### src/design/assert_macros.svh
// assertion helpers used by the top-level design file
`ifndef ASSERT_MACROS_SVH
`define ASSERT_MACROS_SVH

// property must hold at every clock edge outside reset
`define ASSERT_HOLDS(lbl, clk, rstn, prop) \
    lbl: assert property (@(posedge clk) disable iff (!rstn) prop) \
        else $error("assertion failed");

// expression must never be true outside reset
`define ASSERT_NEVER(lbl, clk, rstn, expr) \
    lbl: assert property (@(posedge clk) disable iff (!rstn) !(expr)) \
        else $error("forbidden condition seen");

`endif

### src/design/itr_pkg.sv
package itr_pkg;

    localparam int unsigned NUM_W    = 12;
    localparam int unsigned LETTER_W = 7;
    localparam int unsigned CMP_W    = 14;

    localparam logic [NUM_W-1:0] NUM_MAX = 12'd3999;

    // ascii codes
    localparam logic [LETTER_W-1:0] CH_M = 7'h4D;
    localparam logic [LETTER_W-1:0] CH_D = 7'h44;
    localparam logic [LETTER_W-1:0] CH_C = 7'h43;
    localparam logic [LETTER_W-1:0] CH_L = 7'h4C;
    localparam logic [LETTER_W-1:0] CH_X = 7'h58;
    localparam logic [LETTER_W-1:0] CH_V = 7'h56;
    localparam logic [LETTER_W-1:0] CH_I = 7'h49;

    typedef logic [1:0] t_place;
    typedef logic [3:0] t_digit;
    typedef logic [1:0] t_pos;

    localparam t_place PLACE_THOU = 2'd0;
    localparam t_place PLACE_HUND = 2'd1;
    localparam t_place PLACE_TENS = 2'd2;
    localparam t_place PLACE_UNIT = 2'd3;

    typedef struct packed {
        logic load;
        logic split;
        logic next_place;
        logic next_pos;
    } t_cmd;

    typedef struct packed {
        logic num_zero;
        logic digit_zero;
        logic last_pos;
        logic rem_zero;
    } t_status;

    function automatic logic [CMP_W-1:0] unit_value(input t_place p);
        logic [CMP_W-1:0] v;
        case (p)
            PLACE_THOU: v = 14'd1000;
            PLACE_HUND: v = 14'd100;
            PLACE_TENS: v = 14'd10;
            default:    v = 14'd1;
        endcase
        return v;
    endfunction

    function automatic logic [LETTER_W-1:0] one_letter(input t_place p);
        logic [LETTER_W-1:0] c;
        case (p)
            PLACE_THOU: c = CH_M;
            PLACE_HUND: c = CH_C;
            PLACE_TENS: c = CH_X;
            default:    c = CH_I;
        endcase
        return c;
    endfunction

    function automatic logic [LETTER_W-1:0] five_letter(input t_place p);
        logic [LETTER_W-1:0] c;
        case (p)
            PLACE_HUND: c = CH_D;
            PLACE_TENS: c = CH_L;
            PLACE_UNIT: c = CH_V;
            default:    c = CH_M;
        endcase
        return c;
    endfunction

    function automatic logic [LETTER_W-1:0] ten_letter(input t_place p);
        logic [LETTER_W-1:0] c;
        case (p)
            PLACE_HUND: c = CH_M;
            PLACE_TENS: c = CH_C;
            PLACE_UNIT: c = CH_X;
            default:    c = CH_M;
        endcase
        return c;
    endfunction

    // number of letters one digit produces
    function automatic logic [2:0] pattern_len(input t_digit d);
        logic [2:0] n;
        case (d)
            4'd1:    n = 3'd1;
            4'd2:    n = 3'd2;
            4'd3:    n = 3'd3;
            4'd4:    n = 3'd2;
            4'd5:    n = 3'd1;
            4'd6:    n = 3'd2;
            4'd7:    n = 3'd3;
            4'd8:    n = 3'd4;
            4'd9:    n = 3'd2;
            default: n = 3'd0;
        endcase
        return n;
    endfunction

    function automatic logic [LETTER_W-1:0] digit_letter(input t_place p, input t_digit d,
                                                         input t_pos pos);
        logic [LETTER_W-1:0] c;
        if (d == 4'd9) begin
            c = (pos == 2'd0) ? one_letter(p) : ten_letter(p);
        end else if (d == 4'd4) begin
            c = (pos == 2'd0) ? one_letter(p) : five_letter(p);
        end else if (d >= 4'd5) begin
            c = (pos == 2'd0) ? five_letter(p) : one_letter(p);
        end else begin
            c = one_letter(p);
        end
        return c;
    endfunction

endpackage

### src/design/itr_dp.sv
module itr_dp (
    input  logic                              i_clk,
    input  logic [itr_pkg::NUM_W-1:0]         i_number,
    input  itr_pkg::t_cmd                     i_cmd,
    output itr_pkg::t_status                  o_status,
    output logic [itr_pkg::LETTER_W-1:0]      o_letter
);

    logic [itr_pkg::NUM_W-1:0] r_rem;
    itr_pkg::t_place           r_place;
    itr_pkg::t_digit           r_digit;
    itr_pkg::t_pos             r_pos;

    logic [itr_pkg::CMP_W-1:0] rem_ext;
    logic [itr_pkg::CMP_W-1:0] unit;
    logic [itr_pkg::CMP_W-1:0] sub;
    itr_pkg::t_digit           d_next;
    logic [itr_pkg::NUM_W-1:0] num_sat;

    // digit of the current place: largest k with k*unit <= remainder
    always_comb begin
        rem_ext = {{(itr_pkg::CMP_W - itr_pkg::NUM_W){1'b0}}, r_rem};
        unit    = itr_pkg::unit_value(r_place);
        d_next  = 4'd0;
        for (int k = 1; k <= 9; k++) begin
            if (rem_ext >= (itr_pkg::CMP_W'(k) * unit)) begin
                d_next = 4'(k);
            end
        end
        sub     = itr_pkg::CMP_W'(d_next) * unit;
        num_sat = (i_number > itr_pkg::NUM_MAX) ? itr_pkg::NUM_MAX : i_number;
    end

    always_ff @(posedge i_clk) begin
        if (i_cmd.load) begin
            r_rem   <= num_sat;
            r_place <= itr_pkg::PLACE_THOU;
        end else begin
            if (i_cmd.split) begin
                r_digit <= d_next;
                r_rem   <= r_rem - sub[itr_pkg::NUM_W-1:0];
                r_pos   <= 2'd0;
            end
            if (i_cmd.next_place) begin
                r_place <= r_place + 2'd1;
            end
            if (i_cmd.next_pos) begin
                r_pos <= r_pos + 2'd1;
            end
        end
    end

    always_comb begin
        o_status.num_zero   = (i_number == '0);
        o_status.digit_zero = (d_next == 4'd0);
        o_status.last_pos   = (({1'b0, r_pos} + 3'd1) == itr_pkg::pattern_len(r_digit));
        o_status.rem_zero   = (r_rem == '0);
    end

    assign o_letter = itr_pkg::digit_letter(r_place, r_digit, r_pos);

endmodule

### src/design/itr_ctrl.sv
module itr_ctrl (
    input  logic             i_clk,
    input  logic             i_rst_n,
    input  logic             i_in_valid,
    input  logic             i_out_ready,
    input  itr_pkg::t_status i_status,
    output logic             o_in_ready,
    output logic             o_out_valid,
    output itr_pkg::t_cmd    o_cmd
);

    typedef enum logic [1:0] {
        S_IDLE,
        S_SPLIT,
        S_EMIT
    } t_state;

    t_state r_state;
    t_state n_state;
    logic   r_in_ready;
    logic   r_out_valid;

    always_comb begin
        n_state = r_state;
        o_cmd   = '0;
        case (r_state)
            S_IDLE: begin
                // zero gives no letters, so it is simply dropped
                if (r_in_ready && i_in_valid && !i_status.num_zero) begin
                    o_cmd.load = 1'b1;
                    n_state    = S_SPLIT;
                end
            end
            S_SPLIT: begin
                o_cmd.split = 1'b1;
                if (i_status.digit_zero) begin
                    o_cmd.next_place = 1'b1;
                end else begin
                    n_state = S_EMIT;
                end
            end
            S_EMIT: begin
                if (i_out_ready) begin
                    if (i_status.last_pos) begin
                        if (i_status.rem_zero) begin
                            n_state = S_IDLE;
                        end else begin
                            o_cmd.next_place = 1'b1;
                            n_state          = S_SPLIT;
                        end
                    end else begin
                        o_cmd.next_pos = 1'b1;
                    end
                end
            end
            default: begin
                n_state = S_IDLE;
            end
        endcase
    end

    always_ff @(posedge i_clk) begin
        if (!i_rst_n) begin
            r_state     <= S_IDLE;
            r_in_ready  <= 1'b1;
            r_out_valid <= 1'b0;
        end else begin
            r_state     <= n_state;
            r_in_ready  <= (n_state == S_IDLE);
            r_out_valid <= (n_state == S_EMIT);
        end
    end

    assign o_in_ready  = r_in_ready;
    assign o_out_valid = r_out_valid;

endmodule

### src/design/integer_to_roman_serializer.sv
// order: the number is loaded, then each decimal place is split from the thousands down
//   to the first nonzero digit before the first letter is valid
// throughput: one letter per cycle within a digit while the receiver is ready; a number
//   is not taken while letters remain, and the next number is taken after its last letter
// reset: synchronous active low, returns the controller to idle; zero gives no letters
`include "assert_macros.svh"

module integer_to_roman_serializer (
    input  logic                         i_clk,
    input  logic                         i_rst_n,
    input  logic                         i_in_valid,
    output logic                         o_in_ready,
    input  logic [itr_pkg::NUM_W-1:0]    i_number,
    output logic                         o_out_valid,
    input  logic                         i_out_ready,
    output logic [itr_pkg::LETTER_W-1:0] o_letter,
    output logic                         o_last_letter
);

    itr_pkg::t_cmd    cmd;
    itr_pkg::t_status status;
    logic             out_last_beat;
    logic             in_zero_beat;

    itr_ctrl u_ctrl (
        .i_clk       (i_clk),
        .i_rst_n     (i_rst_n),
        .i_in_valid  (i_in_valid),
        .i_out_ready (i_out_ready),
        .i_status    (status),
        .o_in_ready  (o_in_ready),
        .o_out_valid (o_out_valid),
        .o_cmd       (cmd)
    );

    itr_dp u_dp (
        .i_clk    (i_clk),
        .i_number (i_number),
        .i_cmd    (cmd),
        .o_status (status),
        .o_letter (o_letter)
    );

    // last letter of the numeral: final letter of a digit with nothing left below it
    assign o_last_letter = status.last_pos && status.rem_zero;

    assign out_last_beat = o_out_valid && i_out_ready && o_last_letter;
    assign in_zero_beat  = i_in_valid && o_in_ready && (i_number == '0);

    `ASSERT_NEVER(a_ready_and_valid, i_clk, i_rst_n, o_in_ready && o_out_valid)
    `ASSERT_HOLDS(a_idle_after_last, i_clk, i_rst_n, out_last_beat |=> o_in_ready)
    `ASSERT_HOLDS(a_zero_dropped, i_clk, i_rst_n, in_zero_beat |=> o_in_ready)

endmodule

### config.mk
export PLATFORM = sky130hd
export DESIGN_NAME = integer_to_roman_serializer
export DESIGN_NICKNAME = d
export VERILOG_FILES = /design/src/design/itr_pkg.sv /design/src/design/itr_dp.sv /design/src/design/itr_ctrl.sv /design/src/design/integer_to_roman_serializer.sv
export VERILOG_INCLUDE_DIRS = /design/src /design/src/design
export SDC_FILE = /design/constraint.sdc
export NUM_CORES = 1
export LEC_CHECK = 0
export BUFFER_PORTS_ARGS = -buffer_cell sky130_fd_sc_hd__buf_2
export CAP_MARGIN = 15
export CELL_PAD_IN_SITES_DETAIL_PLACEMENT = 0
export CELL_PAD_IN_SITES_GLOBAL_PLACEMENT = 1
export CORE_UTILIZATION = 35
export DETAILED_ROUTE_END_ITERATION = 8
export GPL_ROUTABILITY_DRIVEN = 1
export PLACE_DENSITY_LB_ADDON = 0.1
export SLEW_MARGIN = 20
export SYNTH_ARGS = -nofsm -noshare
export SYNTH_HDL_FRONTEND = slang
export SYNTH_HIERARCHICAL = 1
export SYNTH_SLANG_ARGS = --single-unit
### constraint.sdc
create_clock -name i_clk -period 11.1 [get_ports i_clk]
set_clock_uncertainty 0.15 [all_clocks]
set_input_delay 0.555 -clock i_clk [delete_from_list [all_inputs] [get_ports i_clk]]
set_output_delay 0.555 -clock i_clk [all_outputs]
set_load 0.02 [all_outputs]
==> run summary <==
Status: completed
Number of filler cells placed in the layout: 1374
Maximum number of pins on one net before global-route repair: 24
Post-route worst hold slack: 0.4332 ns
Fmax: 113.3 MHz
Floorplan core area: 13400 um2
Final weighted congestion in routability-driven placement: 0.8404
Number of sinks driven by the clock tree: 27
Fraction of final layout cells with drive strength greater than 1: 7.947%
Cell Rows: 42
Final count of pins violating max slew: 0
Fraction of registers with async set or reset after synthesis: 0%
Number of CTS-inserted buffers: 3
Summed negative setup slack over all endpoints: 0 ns
Post-placement cell area: 5141 um2
Main flop type after synthesis: sky130_fd_sc_hd__edfxtp_1
Clock transition at the registers of the reported paths: 0.07 ns
Post-CTS Hold Fix Bufs: 0
Starting utilization of the core area: 36.27%
Yosys warns: 6
Synth Area in Adders: 33.88%
Post_cts resized: 0
Height of the die: 119.8 um
CTS Root Buffer Type: sky130_fd_sc_hd__clkbuf_16
Beginning of the critical path: u_dp/r_place[0]
Half-perimeter wire length after placement: 11.18 mm
Ports: 26
Reg-to-Reg Start: u_dp/r_place[0]
Synth-to-layout area growth: 7.441%
R2R cell count: 27
Class of the worst hold path: register to register
Post-Synthesis Mean Instance Area: 8.237 um2
Setup repair after global routing missed its margin: no
Syn_nets: 725
Number of buffers inserted to repair setup after CTS: 0
Number of antenna violations at the first check in global routing: 0
Multi-input combinational cell area: 3776 um2
Xor and xnor fraction of the mapped netlist area: 3.965%
Crit Path Max Fanout: 14
Worst setup path endpoint: u_dp/r_rem[11]
DR DRC count: 0
Synth Register Bits: 27
Worst Setup Path Type: register to register
Part of the Yosys area used for sequential elements: 14.83%
Post-layout net count: 740
Number of synthesized flops with an enable pin: 18
Most frequent standard cell in the layout excluding fill and tap cells: sky130_fd_sc_hd__ha_1
CTS tree: done
Die Area: 14360 um2
Cell seen most often among critical-path stages: sky130_fd_sc_hd__ha_1
Slowest cell on the critical path: sky130_fd_sc_hd__dfxtp_1
Endpoint of the worst register-to-register path: u_dp/r_rem[11]
Top library cells by usage in the layout, fill and taps aside: 98 x sky130_fd_sc_hd__ha_1, 73 x sky130_fd_sc_hd__inv_1, 52 x sky130_fd_sc_hd__nand2_1, 39 x sky130_fd_sc_hd__a21oi_1, 38 x sky130_fd_sc_hd__nor2_1
Final Instance Area: 5221 um2
Main combinational cell family by area after synthesis: adder cells
Routed length per placed instance: 17.47 um
Ratio of routed vias to standard cells: 5.329
Register cell area after layout: 720.7 um2
Final number of setup-violating endpoints: 0
Fraction of the mapped netlist area in compound gates: 20.67%
Number of distinct library cells after synthesis: 71
Antenna Violating Nets Remaining: 0
Worst Tran Pin Value: 0.7818 ns
Nature of the critical path endpoint: register
CP max stage delay: 0.66 ns
CP required: 10.98 ns
First-pass GRT wire length: 22.05 mm
Sort of element at the start of the critical path: register
Global-route usage over all layers: 19.89%
Bufs on Longest Clock Path: 2
Share of cell area taken by muxes after synthesis: 1.056%
Diode count: 0
Number of failing hold endpoints at the final stage: 0
Gate count after technology mapping: 590
Basic-gate share of the synthesized area counting and, or, nand and nor cells: 17.97%
Worst skew pair latency: 0.27 ns
Via total after detailed routing: 4157
DRT Pass-1 Iters: 5
Wire length reported by the detailed router: 13.62 mm
Minimum clock period after layout: 8.827 ns
Worst Path Arrival: 8.70 ns
Synth Cell Area: 4860 um2
Cells on Worst Hold Path: 1
Number of design-rule violations left by the first detailed-router iteration: 280
Relative slew slack: 47.77%
Reported max-cap violation count: 0
Grt total ovfl: 0
Die Span X: 119.8 um
Via count of the first global-routing pass: 4074
Depth of the CTS H-tree: 1
Period utilisation layout: 79.52%
Reg-to-reg setup timing slack: 2.27 ns
Number of I/O port buffers: 23
## how the worst min path moves through the flow
stage | start | endpoint | slack, ns
2_1_floorplan | u_dp/r_digit[0] | register | 0.36
3_3_place_gp | u_dp/r_digit[0] | register | 0.43
3_5_place_dp | u_dp/r_place[1] | u_dp/r_place[1] | 0.42
4_1_cts | u_dp/r_place[1] | u_dp/r_place[1] | 0.43
5_1_grt | u_dp/r_digit[0] | register | 0.45
6_report | u_dp/r_digit[0] | register | 0.43
## metal layers
layer	GRT usage, %	vias to the layer above	wire (um)
met5	0	-	0
met4	6.953	0	388
met3	1.046	21	556
met2	33.53	89	6412
met1	26.95	1931	6267
li1	-	2116	-
## logic make-up after synthesis
group / Yosys count
other cells: 2
simple gates: 175
compound gates: 148
xor+xnor: 22
flops: 27
fa+ha+maj: 119
buf+inv: 92
mux: 5
## per-stage QoR
step | instances | util, % | setup WS, ns
2_1_floorplan | 590 | - | 3.505
3_3_place_gp | 776 | 38.37 | 2.445
3_5_place_dp | 776 | 38.37 | 2.187
4_1_cts | 780 | 38.96 | 2.168
5_1_grt | 780 | 38.96 | 1.669
6_report | 780 | 38.96 | 2.273
## Yosys cell counts, types with 3 or more instances
master | n | share of area, %
sky130_fd_sc_hd__edfxtp_1 | 18 | 11
sky130_fd_sc_hd__o21ai_1 | 9 | 0.93
sky130_fd_sc_hd__inv_1 | 73 | 5.6
sky130_fd_sc_hd__a21oi_2 | 3 | 0.54
sky130_fd_sc_hd__a21oi_1 | 39 | 4.0
sky130_fd_sc_hd__mux2i_1 | 4 | 0.82
sky130_fd_sc_hd__nor2b_1 | 9 | 1.2
sky130_fd_sc_hd__xnor2_1 | 15 | 2.7
sky130_fd_sc_hd__nand3_1 | 9 | 0.93
sky130_fd_sc_hd__clkbuf_1 | 11 | 0.85
sky130_fd_sc_hd__a31oi_1 | 3 | 0.39
sky130_fd_sc_hd__nand4_1 | 6 | 0.77
sky130_fd_sc_hd__a211oi_1 | 7 | 1.1
sky130_fd_sc_hd__o21a_1 | 4 | 0.62
sky130_fd_sc_hd__fa_1 | 21 | 8.7
sky130_fd_sc_hd__o22ai_1 | 4 | 0.51
sky130_fd_sc_hd__dfxtp_1 | 9 | 3.7
sky130_fd_sc_hd__and3_1 | 6 | 0.77
sky130_fd_sc_hd__xor2_1 | 7 | 1.3
sky130_fd_sc_hd__nor4_1 | 7 | 0.90
sky130_fd_sc_hd__and2_1 | 14 | 1.8
sky130_fd_sc_hd__nand2b_1 | 4 | 0.51
sky130_fd_sc_hd__ha_1 | 98 | 25
sky130_fd_sc_hd__a21o_1 | 9 | 1.4
sky130_fd_sc_hd__nand2_1 | 52 | 4.0
sky130_fd_sc_hd__buf_4 | 3 | 0.46
sky130_fd_sc_hd__or4_1 | 3 | 0.46
sky130_fd_sc_hd__o21ai_0 | 28 | 2.9
sky130_fd_sc_hd__nor2_1 | 38 | 2.9
sky130_fd_sc_hd__o211ai_1 | 6 | 0.93
sky130_fd_sc_hd__o31ai_1 | 5 | 0.77
sky130_fd_sc_hd__a221oi_1 | 5 | 0.90
sky130_fd_sc_hd__nor3_1 | 15 | 1.5
## worst max-delay path, delay by kind of cell, from the launching register on
family | cells | cell delay (ns)
buffers and inverters | 4 | 0.71
and+or+nand+nor | 6 | 1.95
DFF | 1 | 0.66
xor gates and xnor gates | 2 | 0.26
adders and majority gates | 7 | 2.95
AOI/OAI and AO/OA | 7 | 1.64
muxes | 1 | 0.26
## cell type report
| class | instances | share of cell area [%] |
|---|---|---|
| sequential | 27 | 13.80 |
| clock inverter | 1 | 0.09585 |
| inverter | 77 | 5.631 |
| tap | 176 | 4.218 |
| clock buffer | 3 | 1.438 |
| multi-input combinational | 471 | 72.32 |
| timing repair buffer | 25 | 2.492 |
Power is not shown: default switching activity piles up to over one toggle a cycle in this logic, so the estimate is an artifact.
